### src/rtl/core/script_statement_stream_walker_top_assert.svh
// Assertion macros for the statement stream walker.
// Used by the walker and result queue modules; empty when SYNTHESIS is defined.
`ifndef SCRIPT_STATEMENT_STREAM_WALKER_TOP_ASSERT_SVH
`define SCRIPT_STATEMENT_STREAM_WALKER_TOP_ASSERT_SVH
`ifndef SYNTHESIS
// property checked at every clock edge outside reset
`define SSSW_ASSERT(lbl, clk, rst, prop) \
   lbl: assert property (@(posedge clk) disable iff (rst) (prop)) \
      else $error("sssw assertion failed");
// consequent checked in the cycle after the antecedent
`define SSSW_ASSERT_NEXT(lbl, clk, rst, ante, cons) \
   lbl: assert property (@(posedge clk) disable iff (rst) (ante) |=> (cons)) \
      else $error("sssw assertion failed");
`else
`define SSSW_ASSERT(lbl, clk, rst, prop)
`define SSSW_ASSERT_NEXT(lbl, clk, rst, ante, cons)
`endif
`endif

### src/rtl/core/sssw_pkg.sv
// Shared types and constants of the statement stream walker.
// No dependencies; used by every module of the block.
`default_nettype none

package sssw_pkg;

   // default parameter values
   localparam int OFFSET_BITS_DEF = 24;
   localparam int MAX_NEST_DEF    = 32;

   // output field widths
   localparam int CNT_W = 23;
   localparam int LEN_W = 24;
   localparam int FUO_W = 25;
   localparam logic [CNT_W-1:0] CNT_MAX = 23'h7FFFFF;

   // token and opcode codes
   localparam logic [15:0] TOK_OPEN_LO = 16'h0200;
   localparam logic [15:0] TOK_OPEN_HI = 16'h0202;
   localparam logic [15:0] TOK_END     = 16'h020F;
   localparam logic [15:0] TOK_STRING  = 16'h0120;
   localparam logic [15:0] OP_JUMP     = 16'h0400;
   localparam logic [15:0] CMD_LO      = 16'h2000;
   localparam logic [15:0] CMD_HI      = 16'h27FF;
   localparam logic [15:0] OPR_LO      = 16'h0160;
   localparam logic [15:0] OPR_HI      = 16'h017E;
   localparam logic [15:0] CTL_LO      = 16'h0401;
   localparam logic [15:0] CTL_HI      = 16'h0442;

   // operand words after a jump opcode
   localparam logic [2:0] JUMP_SKIP = 3'd2;

   // result queue depth
   localparam int QUEUE_DEPTH = 4;

   typedef enum logic [1:0] {
      MODE_START = 2'd0,
      MODE_EXPR  = 2'd1,
      MODE_SKIP  = 2'd2,
      MODE_STOP  = 2'd3
   } mode_type;

   typedef enum logic [2:0] {
      KIND_EXPR = 3'd0,
      KIND_JUMP = 3'd1,
      KIND_CTRL = 3'd2,
      KIND_CMD  = 3'd3,
      KIND_UNK  = 3'd4
   } kind_type;

   // word classification from the decoder
   typedef struct packed {
      logic       is_open;
      logic       is_end;
      logic       is_string;
      logic       is_jump;
      logic       is_ctrl;
      logic       is_cmd;
      logic [2:0] tok_skip;
      logic [2:0] ctl_skip;
   } dec_type;

   // one result record
   typedef struct packed {
      logic                    record_type;
      logic                    last_of_run;
      kind_type                stmt_kind;
      logic [15:0]             opcode;
      logic [LEN_W-1:0]        stmt_length;
      logic [CNT_W-1:0]        string_count;
      logic [CNT_W-1:0]        statement_total;
      logic [CNT_W-1:0]        command_total;
      logic [CNT_W-1:0]        expression_total;
      logic [CNT_W-1:0]        unknown_total;
      logic signed [FUO_W-1:0] first_unknown_offset;
      logic                    walk_ok;
   } rec_type;

endpackage

`default_nettype wire

### src/rtl/core/sssw_decode.sv
// Word classifier: token class and operand lengths of one code word.
// Depends on sssw_pkg.
`default_nettype none

module sssw_decode (
   input  wire logic [15:0]     code_word,
   output sssw_pkg::dec_type    dec
);

   // operand words after an expression token
   function automatic logic [2:0] tok_skip(input logic [15:0] t);
      logic [2:0] r;
      priority if (t == 16'h0101 || t == 16'h0102 || t == 16'h012B) r = 3'd0;
      else if (t == 16'h0107 || t == 16'h010B || t == 16'h0111 || t == 16'h0113) r = 3'd3;
      else if (t == 16'h0105 || t == 16'h0109 || t == 16'h0110 || t == 16'h0112 ||
               t == 16'h012A || t == 16'h012D || t == 16'h012F) r = 3'd2;
      else if (t >= sssw_pkg::OPR_LO && t <= sssw_pkg::OPR_HI) r = 3'd0;
      else r = 3'd2;
      return r;
   endfunction

   // operand words after a control opcode
   function automatic logic [2:0] ctl_skip(input logic [15:0] op);
      logic [2:0] r;
      unique case (op)
         16'h0401, 16'h0402: r = 3'd2;
         16'h0403: r = 3'd4;
         16'h0405, 16'h0407, 16'h0410, 16'h0411, 16'h0412: r = 3'd1;
         16'h0440, 16'h0442: r = 3'd3;
         default: r = 3'd0;
      endcase
      return r;
   endfunction

   always_comb begin
      dec.is_open   = (code_word >= sssw_pkg::TOK_OPEN_LO) && (code_word <= sssw_pkg::TOK_OPEN_HI);
      dec.is_end    = (code_word == sssw_pkg::TOK_END);
      dec.is_string = (code_word == sssw_pkg::TOK_STRING);
      dec.is_jump   = (code_word == sssw_pkg::OP_JUMP);
      dec.is_ctrl   = (code_word >= sssw_pkg::CTL_LO) && (code_word <= sssw_pkg::CTL_HI);
      dec.is_cmd    = (code_word >= sssw_pkg::CMD_LO) && (code_word <= sssw_pkg::CMD_HI);
      dec.tok_skip  = tok_skip(code_word);
      dec.ctl_skip  = ctl_skip(code_word);
   end

endmodule

`default_nettype wire

### src/rtl/core/sssw_walker.sv
// Walk state and record builder: updates parse state per accepted word and
// forms up to two records. Depends on sssw_pkg and the assertion header.
`default_nettype none
`include "script_statement_stream_walker_top_assert.svh"

module sssw_walker #(
   parameter int OFFSET_BITS = sssw_pkg::OFFSET_BITS_DEF,
   parameter int MAX_NEST    = sssw_pkg::MAX_NEST_DEF
) (
   input  wire logic              clock,
   input  wire logic              reset,
   input  wire logic              accept,
   input  wire logic [15:0]       code_word,
   input  wire logic              last_word,
   input  wire logic              lone_byte,
   input  wire sssw_pkg::dec_type dec,
   output logic [1:0]             rec_num,
   output sssw_pkg::rec_type      rec0,
   output sssw_pkg::rec_type      rec1
);

   localparam int OW     = OFFSET_BITS;
   localparam int NEST_W = $clog2(MAX_NEST + 1);
   localparam int CW     = sssw_pkg::CNT_W;

   sssw_pkg::mode_type mode_ff, mode_in;
   sssw_pkg::kind_type kind_ff, kind_in;
   logic [2:0]         skip_ff, skip_in;
   logic [NEST_W-1:0]  nest_ff, nest_in;
   logic [15:0]        op_ff, op_in;
   logic [OW-1:0]      off_ff, off_in;
   logic [OW-1:0]      start_ff, start_in;
   logic [CW-1:0]      strs_ff, strs_in;
   logic [CW-1:0]      tot_stmt_ff, tot_stmt_in;
   logic [CW-1:0]      tot_cmd_ff, tot_cmd_in;
   logic [CW-1:0]      tot_expr_ff, tot_expr_in;
   logic [CW-1:0]      tot_unk_ff, tot_unk_in;
   logic [CW-1:0]      tot_str_ff, tot_str_in;
   logic               seen_ff, seen_in;
   logic [OW-1:0]      upos_ff, upos_in;
   logic [15:0]        uop_ff, uop_in;

   logic               done;
   logic               last;
   logic [OW-1:0]      end_off;
   logic [OW-1:0]      stmt_len;
   logic [2:0]         skip_dec;
   logic [CW:0]        str_sum;
   sssw_pkg::rec_type  stmt_rec;
   sssw_pkg::rec_type  sum_rec;

   // saturating increment of a counter
   function automatic logic [CW-1:0] sat_inc(input logic [CW-1:0] x);
      return (x == sssw_pkg::CNT_MAX) ? x : x + CW'(1);
   endfunction

   // state register
   always_ff @(posedge clock) begin
      if (reset) begin
         mode_ff     <= sssw_pkg::MODE_START;
         kind_ff     <= sssw_pkg::KIND_EXPR;
         skip_ff     <= '0;
         nest_ff     <= '0;
         op_ff       <= '0;
         off_ff      <= '0;
         start_ff    <= '0;
         strs_ff     <= '0;
         tot_stmt_ff <= '0;
         tot_cmd_ff  <= '0;
         tot_expr_ff <= '0;
         tot_unk_ff  <= '0;
         tot_str_ff  <= '0;
         seen_ff     <= 1'b0;
         upos_ff     <= '0;
         uop_ff      <= '0;
      end else if (accept) begin
         mode_ff     <= mode_in;
         kind_ff     <= kind_in;
         skip_ff     <= skip_in;
         nest_ff     <= nest_in;
         op_ff       <= op_in;
         off_ff      <= off_in;
         start_ff    <= start_in;
         strs_ff     <= strs_in;
         tot_stmt_ff <= tot_stmt_in;
         tot_cmd_ff  <= tot_cmd_in;
         tot_expr_ff <= tot_expr_in;
         tot_unk_ff  <= tot_unk_in;
         tot_str_ff  <= tot_str_in;
         seen_ff     <= seen_in;
         upos_ff     <= upos_in;
         uop_ff      <= uop_in;
      end
   end

   // next state and records for the word at the input
   always_comb begin
      mode_in     = mode_ff;
      kind_in     = kind_ff;
      skip_in     = skip_ff;
      nest_in     = nest_ff;
      op_in       = op_ff;
      off_in      = off_ff;
      start_in    = start_ff;
      strs_in     = strs_ff;
      tot_stmt_in = tot_stmt_ff;
      tot_cmd_in  = tot_cmd_ff;
      tot_expr_in = tot_expr_ff;
      tot_unk_in  = tot_unk_ff;
      tot_str_in  = tot_str_ff;
      seen_in     = seen_ff;
      upos_in     = upos_ff;
      uop_in      = uop_ff;
      done        = 1'b0;
      last        = last_word | lone_byte;
      end_off     = off_ff + OW'(2);
      stmt_len    = '0;
      skip_dec    = '0;
      str_sum     = '0;
      stmt_rec    = '0;
      sum_rec     = '0;

      // parse step
      if (mode_ff != sssw_pkg::MODE_STOP) begin
         if (lone_byte) begin
            if (mode_ff != sssw_pkg::MODE_START) mode_in = sssw_pkg::MODE_STOP;
            off_in = off_ff + OW'(1);
         end else begin
            unique case (mode_ff)
               sssw_pkg::MODE_START: begin
                  start_in = off_ff;
                  op_in    = code_word;
                  strs_in  = '0;
                  nest_in  = '0;
                  skip_in  = '0;
                  priority if (dec.is_open) begin
                     kind_in = sssw_pkg::KIND_EXPR;
                     mode_in = sssw_pkg::MODE_EXPR;
                  end else if (dec.is_jump) begin
                     kind_in = sssw_pkg::KIND_JUMP;
                     skip_in = sssw_pkg::JUMP_SKIP;
                     mode_in = sssw_pkg::MODE_SKIP;
                  end else if (dec.is_ctrl) begin
                     kind_in = sssw_pkg::KIND_CTRL;
                     skip_in = dec.ctl_skip;
                     if (dec.ctl_skip == '0) done = 1'b1;
                     else mode_in = sssw_pkg::MODE_SKIP;
                  end else if (dec.is_cmd) begin
                     kind_in = sssw_pkg::KIND_CMD;
                     done    = 1'b1;
                  end else begin
                     kind_in = sssw_pkg::KIND_UNK;
                     done    = 1'b1;
                  end
               end
               sssw_pkg::MODE_EXPR: begin
                  priority if (dec.is_end) begin
                     if (nest_ff == '0) done = 1'b1;
                     else nest_in = nest_ff - NEST_W'(1);
                  end else if (dec.is_open) begin
                     if (nest_ff == NEST_W'(MAX_NEST)) mode_in = sssw_pkg::MODE_STOP;
                     else nest_in = nest_ff + NEST_W'(1);
                  end else begin
                     if (dec.is_string) strs_in = sat_inc(strs_ff);
                     skip_in = dec.tok_skip;
                     if (dec.tok_skip != '0) mode_in = sssw_pkg::MODE_SKIP;
                  end
               end
               sssw_pkg::MODE_SKIP: begin
                  skip_dec = (skip_ff != '0) ? skip_ff - 3'd1 : skip_ff;
                  skip_in  = skip_dec;
                  if (skip_dec == '0) begin
                     if (kind_ff == sssw_pkg::KIND_EXPR) mode_in = sssw_pkg::MODE_EXPR;
                     else done = 1'b1;
                  end
               end
               sssw_pkg::MODE_STOP: begin
               end
            endcase
            off_in = end_off;
         end
      end

      // statement finished: totals, first unknown, statement record
      if (done) begin
         tot_stmt_in = sat_inc(tot_stmt_ff);
         str_sum     = {1'b0, tot_str_ff} + {1'b0, strs_in};
         tot_str_in  = (str_sum > {1'b0, sssw_pkg::CNT_MAX}) ? sssw_pkg::CNT_MAX
                                                             : str_sum[CW-1:0];
         if (kind_in == sssw_pkg::KIND_CMD) tot_cmd_in = sat_inc(tot_cmd_ff);
         if (kind_in == sssw_pkg::KIND_EXPR) tot_expr_in = sat_inc(tot_expr_ff);
         if (kind_in == sssw_pkg::KIND_UNK) begin
            tot_unk_in = sat_inc(tot_unk_ff);
            if (!seen_ff) begin
               seen_in = 1'b1;
               upos_in = start_in;
               uop_in  = op_in;
            end
         end
         // length wraps at the offset width
         stmt_len = end_off - start_in;
         stmt_rec.record_type          = 1'b0;
         stmt_rec.stmt_kind            = kind_in;
         stmt_rec.opcode               = op_in;
         stmt_rec.stmt_length          = sssw_pkg::LEN_W'(stmt_len);
         stmt_rec.string_count         = strs_in;
         stmt_rec.statement_total      = tot_stmt_in;
         stmt_rec.command_total        = tot_cmd_in;
         stmt_rec.expression_total     = tot_expr_in;
         stmt_rec.unknown_total        = tot_unk_in;
         stmt_rec.first_unknown_offset = seen_in ? sssw_pkg::FUO_W'(upos_in) : '1;
         stmt_rec.walk_ok              = 1'b0;
         start_in = end_off;
         mode_in  = sssw_pkg::MODE_START;
      end

      // final word: summary record, then a fresh walk
      if (last) begin
         sum_rec.record_type          = 1'b1;
         sum_rec.stmt_kind            = sssw_pkg::KIND_EXPR;
         sum_rec.opcode               = seen_in ? uop_in : 16'h0000;
         sum_rec.stmt_length          = sssw_pkg::LEN_W'(start_in);
         sum_rec.string_count         = tot_str_in;
         sum_rec.statement_total      = tot_stmt_in;
         sum_rec.command_total        = tot_cmd_in;
         sum_rec.expression_total     = tot_expr_in;
         sum_rec.unknown_total        = tot_unk_in;
         sum_rec.first_unknown_offset = seen_in ? sssw_pkg::FUO_W'(upos_in) : '1;
         sum_rec.walk_ok              = (mode_in == sssw_pkg::MODE_START) && !lone_byte &&
                                        (tot_unk_in == '0);
         sum_rec.last_of_run          = 1'b1;
         mode_in     = sssw_pkg::MODE_START;
         kind_in     = sssw_pkg::KIND_EXPR;
         skip_in     = '0;
         nest_in     = '0;
         op_in       = '0;
         off_in      = '0;
         start_in    = '0;
         strs_in     = '0;
         tot_stmt_in = '0;
         tot_cmd_in  = '0;
         tot_expr_in = '0;
         tot_unk_in  = '0;
         tot_str_in  = '0;
         seen_in     = 1'b0;
         upos_in     = '0;
         uop_in      = '0;
      end
      stmt_rec.last_of_run = !last;

      // record selection
      if (done) begin
         rec0 = stmt_rec;
         rec1 = sum_rec;
      end else begin
         rec0 = sum_rec;
         rec1 = sum_rec;
      end
      if (!accept) rec_num = 2'd0;
      else rec_num = {1'b0, done} + {1'b0, last};
   end

   `SSSW_ASSERT(a_nest_bound, clock, reset, nest_ff <= NEST_W'(MAX_NEST))
   `SSSW_ASSERT(a_final_word_reports, clock, reset, (accept && last) |-> (rec_num != 2'd0))
   `SSSW_ASSERT_NEXT(a_walk_restarts, clock, reset, accept && last, (off_ff == '0) && !seen_ff)

endmodule

`default_nettype wire

### src/rtl/core/sssw_outq.sv
// Result queue: holds up to four records, takes one or two per cycle while it has
// room for two, and hands one per transfer to the result channel. Depends on sssw_pkg.
`default_nettype none
`include "script_statement_stream_walker_top_assert.svh"

module sssw_outq (
   input  wire logic              clock,
   input  wire logic              reset,
   input  wire logic [1:0]        push_num,
   input  wire sssw_pkg::rec_type rec0,
   input  wire sssw_pkg::rec_type rec1,
   output logic                   space_ok,
   output logic                   rsp_tvalid,
   input  wire logic              rsp_tready,
   output sssw_pkg::rec_type      head
);

   localparam int DEPTH = sssw_pkg::QUEUE_DEPTH;
   localparam int PTR_W = $clog2(DEPTH);
   localparam int CNT_W = $clog2(DEPTH + 1);

   sssw_pkg::rec_type  mem_ff [DEPTH];
   logic [PTR_W-1:0]   head_ff, head_in;
   logic [PTR_W-1:0]   tail_ff, tail_in;
   logic [CNT_W-1:0]   count_ff, count_in;
   logic               pop;

   assign pop        = rsp_tvalid & rsp_tready;
   assign rsp_tvalid = (count_ff != '0);
   assign head       = mem_ff[head_ff];
   // room for two records whatever the receiver does
   assign space_ok   = (count_ff <= CNT_W'(DEPTH - 2));

   always_comb begin
      head_in  = head_ff + PTR_W'(pop);
      tail_in  = tail_ff + PTR_W'(push_num);
      count_in = count_ff + CNT_W'(push_num) - CNT_W'(pop);
   end

   // pointers and fill count
   always_ff @(posedge clock) begin
      if (reset) begin
         head_ff  <= '0;
         tail_ff  <= '0;
         count_ff <= '0;
      end else begin
         head_ff  <= head_in;
         tail_ff  <= tail_in;
         count_ff <= count_in;
      end
   end

   // record storage
   always_ff @(posedge clock) begin
      if (push_num != 2'd0) mem_ff[tail_ff] <= rec0;
      if (push_num == 2'd2) mem_ff[tail_ff + PTR_W'(1)] <= rec1;
   end

   `SSSW_ASSERT(a_count_bound, clock, reset, count_ff <= CNT_W'(DEPTH))
   `SSSW_ASSERT(a_push_has_room, clock, reset, (push_num != 2'd0) |-> (count_ff <= CNT_W'(DEPTH - 2)))
   `SSSW_ASSERT_NEXT(a_stall_holds, clock, reset, rsp_tvalid && !rsp_tready && push_num == 2'd0, count_ff == $past(count_ff) && head_ff == $past(head_ff))

endmodule

`default_nettype wire

### src/rtl/core/script_statement_stream_walker_top.sv
// Statement stream walker: bytecode words in, statement and summary records out.
// Uses sssw_pkg, sssw_decode, sssw_walker and sssw_outq.
//
// req channel: one 16-bit code word per transfer (first byte in the low half),
//   req_tlast marks the final word of the code, req_tuser marks a lone low byte
//   (odd code length, also taken as the final word).
// rsp channel: one record per transfer. rsp_tuser is 1 for the walk summary,
//   0 for a statement record; rsp_tlast marks the last record of one word.
// A word gives zero, one or two records. The walk state is updated in the
//   cycle a word is taken; its records enter the result queue in that cycle.
// Throughput: one word per cycle while rsp_tready stays high and each word gives
//   at most one record; words that give two fill up the four-entry result queue.
// req_tready is high while the queue has room for two records, so a stalled
//   receiver halts input after three or four records back up; nothing is lost.
// Reset (synchronous, active high) empties the queue and starts a new walk.
// After each summary the walk restarts at byte offset zero.
`default_nettype none

module script_statement_stream_walker_top #(
   parameter int OFFSET_BITS = sssw_pkg::OFFSET_BITS_DEF,
   parameter int MAX_NEST    = sssw_pkg::MAX_NEST_DEF
) (
   input  wire logic         clock,
   input  wire logic         reset,
   input  wire logic         req_tvalid,
   output logic              req_tready,
   input  wire logic [15:0]  req_tdata,   // [15:0] code_word
   input  wire logic         req_tlast,   // last_word
   input  wire logic         req_tuser,   // [0] lone_byte
   output logic              rsp_tvalid,
   input  wire logic         rsp_tready,
   // [2:0] stmt_kind, [18:3] opcode, [42:19] stmt_length, [65:43] string_count,
   // [88:66] statement_total, [111:89] command_total, [134:112] expression_total,
   // [157:135] unknown_total, [182:158] first_unknown_offset, [183] walk_ok
   output logic [183:0]      rsp_tdata,
   output logic              rsp_tlast,   // last_of_run
   output logic              rsp_tuser    // [0] record_type
);

   sssw_pkg::dec_type dec;
   sssw_pkg::rec_type rec0;
   sssw_pkg::rec_type rec1;
   sssw_pkg::rec_type head;
   logic [1:0]        rec_num;
   logic              accept;

   assign accept = req_tvalid & req_tready;

   sssw_decode u_decode (
      .code_word (req_tdata),
      .dec       (dec)
   );

   sssw_walker #(
      .OFFSET_BITS (OFFSET_BITS),
      .MAX_NEST    (MAX_NEST)
   ) u_walker (
      .clock     (clock),
      .reset     (reset),
      .accept    (accept),
      .code_word (req_tdata),
      .last_word (req_tlast),
      .lone_byte (req_tuser),
      .dec       (dec),
      .rec_num   (rec_num),
      .rec0      (rec0),
      .rec1      (rec1)
   );

   sssw_outq u_outq (
      .clock      (clock),
      .reset      (reset),
      .push_num   (rec_num),
      .rec0       (rec0),
      .rec1       (rec1),
      .space_ok   (req_tready),
      .rsp_tvalid (rsp_tvalid),
      .rsp_tready (rsp_tready),
      .head       (head)
   );

   // pack the head record onto the result channel
   assign rsp_tdata = {head.walk_ok, head.first_unknown_offset, head.unknown_total,
                       head.expression_total, head.command_total, head.statement_total,
                       head.string_count, head.stmt_length, head.opcode, head.stmt_kind};
   assign rsp_tlast = head.last_of_run;
   assign rsp_tuser = head.record_type;

endmodule

`default_nettype wire

### config.mk
export PLATFORM = sky130hd
export DESIGN_NAME = script_statement_stream_walker_top
export DESIGN_NICKNAME = d
export VERILOG_FILES = /design/src/rtl/core/sssw_pkg.sv /design/src/rtl/core/sssw_decode.sv /design/src/rtl/core/sssw_walker.sv /design/src/rtl/core/sssw_outq.sv /design/src/rtl/core/script_statement_stream_walker_top.sv
export VERILOG_INCLUDE_DIRS = /design/src /design/src/rtl/core
export SDC_FILE = /design/constraint.sdc
export NUM_CORES = 2
export LEC_CHECK = 0
export BUFFER_PORTS_ARGS = -buffer_cell sky130_fd_sc_hd__buf_2
export CAP_MARGIN = 20
export CORE_MARGIN = 3
export CORE_UTILIZATION = 29
export CTS_CLUSTER_SIZE = 16
export DETAILED_ROUTE_END_ITERATION = 12
export PLACE_DENSITY_LB_ADDON = 0.2
export SLEW_MARGIN = 20
export SYNTH_ARGS = -nofsm -noshare
export SYNTH_HDL_FRONTEND = slang
export SYNTH_SLANG_ARGS = --single-unit
### constraint.sdc
create_clock -name clock -period 18.7 [get_ports clock]
set_clock_uncertainty 0.05 [all_clocks]
set_input_delay 0.935 -clock clock [delete_from_list [all_inputs] [get_ports clock]]
set_output_delay 0.935 -clock clock [all_outputs]
set_load 0.1 [all_outputs]
==> flow_metrics.py <==
metrics = {
    "grt": {
        "grt_use_met2_pct": 33.71,
        "grt_start_max_net_pins": 161,
        "busiest_layer": "met2",
        "antenna_found_initial": 11,
        "overflow": 0,
        "grt_pass1_vias": 40100,
        "grt_pass1_wl_mm": 283.1,
        "met1_usage_pct": 27.98,
        "track_usage_pct": 20.45,
        "met3_usage_pct": 3.253,
    },
    "die": {
        "row_count": 154,
        "initial_core_util_pct": 29.35,
        "fp.dieW_um": 429.6,
        "fp.dieH_um": 429.6,
        "dieArea_um2": 184500,
        "io_pins": 210,
        "core_area_um2": 177300,
    },
    "clocking": {
        "clockBufferDepth": 3,
        "clkLatencyLatePin_ps": 760,
        "cts_root_buf": "clkbuf_16",
        "cts_tree": "built",
        "cts_sinks": 1008,
        "clkTransAtPathRegs_ps": 60,
        "numCtsBuffers": 111,
        "cts_resized": 0,
        "cts_setup_buffers": 0,
        "h-tree-depth": 3,
        "hold_buffers": 0,
    },
    "drt": {
        "num_vias": 41310,
        "vias_per_cell": 5.616,
        "detail_route.iter0.violations": 4396,
        "wl_per_cell_um": 26.50,
        "finalWirelength_mm": 195.0,
        "drc": 0,
        "first_pass_iters": 6,
        "antenna_left": 0,
    },
    "worst_setup_path": {
        "r2r_end": "u_outq.mem_ff[0][162]",
        "cp.arrival_ps": 7020,
        "worst_ep_required_time_ps": 19220,
        "cp-end-kind": "flip-flop",
        "crit_fanout": 84,
        "crit_start": "u_walker.mode_ff[0]",
        "startpoint_type": "flip-flop",
        "ff2ff_setup_slack_ps": 12200,
        "worst_r2r_path_depth": 17,
        "critical_path_class": "flip-flop to flip-flop",
        "r2r-start": "u_walker.mode_ff[0]",
    },
    "layout": {
        "regArea_um2": 27520,
        "final_core_util_pct": 33.42,
        "layout-drive-gt1-share_pct": 15.21,
        "area_delta_synth_final_pct": 13.88,
        "multi_input_area_um2": 22890,
        "final_nets": 5009,
        "fillers": 18060,
    },
    "logic_synthesis": {
        "yosysSeqAreaShare_pct": 52.87,
        "syn_inst": 4896,
        "synth_fp_nets": 4995,
        "synth.avg_cell_area_um2": 10.63,
        "synth.most_common_cell": "nor2_1",
        "synth_top_area_share_pct": 42.25,
        "synth_edf_count": 732,
        "synth-main-ff-cell": "edfxtp_1",
        "yosysTopAreaCell": "edfxtp_1",
        "async_reset_ff_share_pct": 0,
        "synth_commonest_cells": "nor2_1, edfxtp_1, nand2_1",
        "synth_area_um2": 52020,
        "yosys-top-cells-area": "edfxtp_1, dfxtp_1, mux4_2",
        "ys_types": 83,
        "ys_seq_elements": 1008,
        "synth-warning-count": 0,
    },
    "timing": {
        "setup_viol": 0,
        "fmax_mhz": 153.9,
        "hold_viol": 0,
        "finalSetupTns_ps": 0,
        "maxSlewViolCount": 0,
        "slew_headroom_pct": 21.86,
        "period_share_pct": 34.74,
        "fin_crit_ps": 6497,
        "worstMarginPinSlew_ps": 1171,
        "rsz0062_at_grt": "no",
    },
    "hold_path": {
        "holdPathStages": 2,
        "holdCritPathClass": "flip-flop to flip-flop",
        "holdCritStartpoint": "u_outq.mem_ff[2][182]",
        "hold_end": "u_outq.mem_ff[2][182]",
    },
    "power": {
        "peakVddDrop_uv": 109.6,
        "p_per_area_nw_per_um2": 131.5,
        "p_leak_nw": 20.02,
        "p_total_w": 0.007788,
    },
    "placement": {
        "hpwl_mm": 119.8,
        "numPortBuffers": 209,
        "gp_congestion": 0.8571,
    },
    "flow_run": {
        "drv_cap": 0,
    },
    "outcome": {
        "status": "complete, no violations",
    },
}
## where the power goes
| group | switching (W) | internal [W] |
|---|---|---|
| Combinational | 0.00229 | 0.000561 |
| Clock | 0.000975 | 0.00132 |
| Sequential | 0.0000707 | 0.00257 |
| Total | 0.00334 | 0.00445 |
## cells in the final DEF, fill, tap and decap left out, drive strengths merged, types with 16 or more instances in the layout
cell,count
nor2,742
nand2b,48
mux4,186
o21ai,261
o31ai,33
inv,89
a2bb2oi,19
nand4,43
and2,17
or3,31
a22oi,87
dfxtp,276
mux2,36
nand3,95
edfxtp,732
and3,45
xor2,63
o21a,28
a21oi,244
a31oi,50
clkinv,39
o32ai,22
ha,73
buf,295
nor4,33
a211oi,23
o22ai,341
xnor2,83
nor3,83
clkbuf,157
nand2,402
mux2i,26
a21o,47
nor2b,16
o211ai,47
## metrics by stage
stage | area, um2 | worst slack (ps) | std cells | hold slack (ps)
final | 59240 | 12200 | 7357 | 406.1
after global routing | 59230 | 11850 | 7351 | 430.2
after CTS | 59220 | 12220 | 7349 | 404.9
after detailed placement | 55470 | 11510 | 7137 | 390.8
after global placement | 55430 | 11640 | 7135 | 387.7
after floorplan | 52020 | 8542 | 4896 | 369.8
## cells by family (layout without fill, tap and decap cells)
| family | count (synthesis) | after routing | synth area share [%] |
|---|---|---|---|
| AO/OA/AOI/OAI | 1318 | 1318 | 16.09 |
| XOR/XNOR | 146 | 146 | 2.458 |
| adder cells (fa/ha/maj) | 77 | 77 | 1.910 |
| buffers and inverters | 482 | 595 | 3.545 |
| flip-flops | 1008 | 1008 | 52.87 |
| multiplexers | 248 | 248 | 9.331 |
| other | 0 | 8 | 0 |
| AND/OR/NAND/NOR | 1617 | 1617 | 13.80 |
## sequential cells by signal (all words and copies together), names as in the netlist, 3 cells and up
name and cells:
u_outq.count_ff 3, u_walker.tot_stmt_ff 23, u_outq.mem_ff 744, u_walker.start_ff 24
u_walker.off_ff 24, u_walker.kind_ff 3, u_walker.tot_cmd_ff 23, u_walker.op_ff 16
u_walker.tot_unk_ff 23, u_walker.tot_expr_ff 23, u_walker.uop_ff 16, u_walker.nest_ff 6
u_walker.tot_str_ff 23, u_walker.skip_ff 3, u_walker.upos_ff 24, u_walker.strs_ff 23
## how the worst max path moves through the flow
stage                                        to  slack (ps)  cells past startpoint
after floorplan           u_outq.mem_ff[0][117]        8540                     22
after CTS                  u_outq.mem_ff[2][74]       12220                     18
final                     u_outq.mem_ff[0][162]       12200                     17
after detailed placement   u_outq.mem_ff[2][74]       11510                     19
after global routing       u_outq.mem_ff[3][74]       11850                     18
after global placement    u_outq.mem_ff[1][101]       11640                     14
## layer usage
| metal | part of all wire (%) | wire [um] | vias to the layer above |
|---|---|---|---|
| li1 | - | - | 18600 |
| met1 | 44 | 85820 | 21020 |
| met2 | 47 | 92400 | 1441 |
| met3 | 6.1 | 11950 | 247 |
| met4 | 2.5 | 4793 | 4 |
| met5 | 0.017 | 34 | - |
## layout make-up
type                       count  area share [%]
sequential                  1008           46.44
multi-input combinational   3406           38.63
clock inverter                56           1.003
timing repair buffer         296           2.986
inverter                      87          0.6230
tap                         2340           4.942
antenna                        8         0.03379
clock buffer                 156           5.339
## worst max-delay path, cell delays in order (launching register included)
cell and delay (ps):
dfxtp_1 460, ha_1 510, or3b_2 210, buf_4 640, a31oi_1 220, a21oi_4 240, buf_4 460, ha_1 340
nand2b_1 260, inv_1 150, a21oi_1 120, nor3_2 160, buf_4 310, nor2_1 230, inv_8 640, buf_4 880
a21oi_1 160, o22ai_1 150
Note: power is estimated with default switching activity, not from simulation.
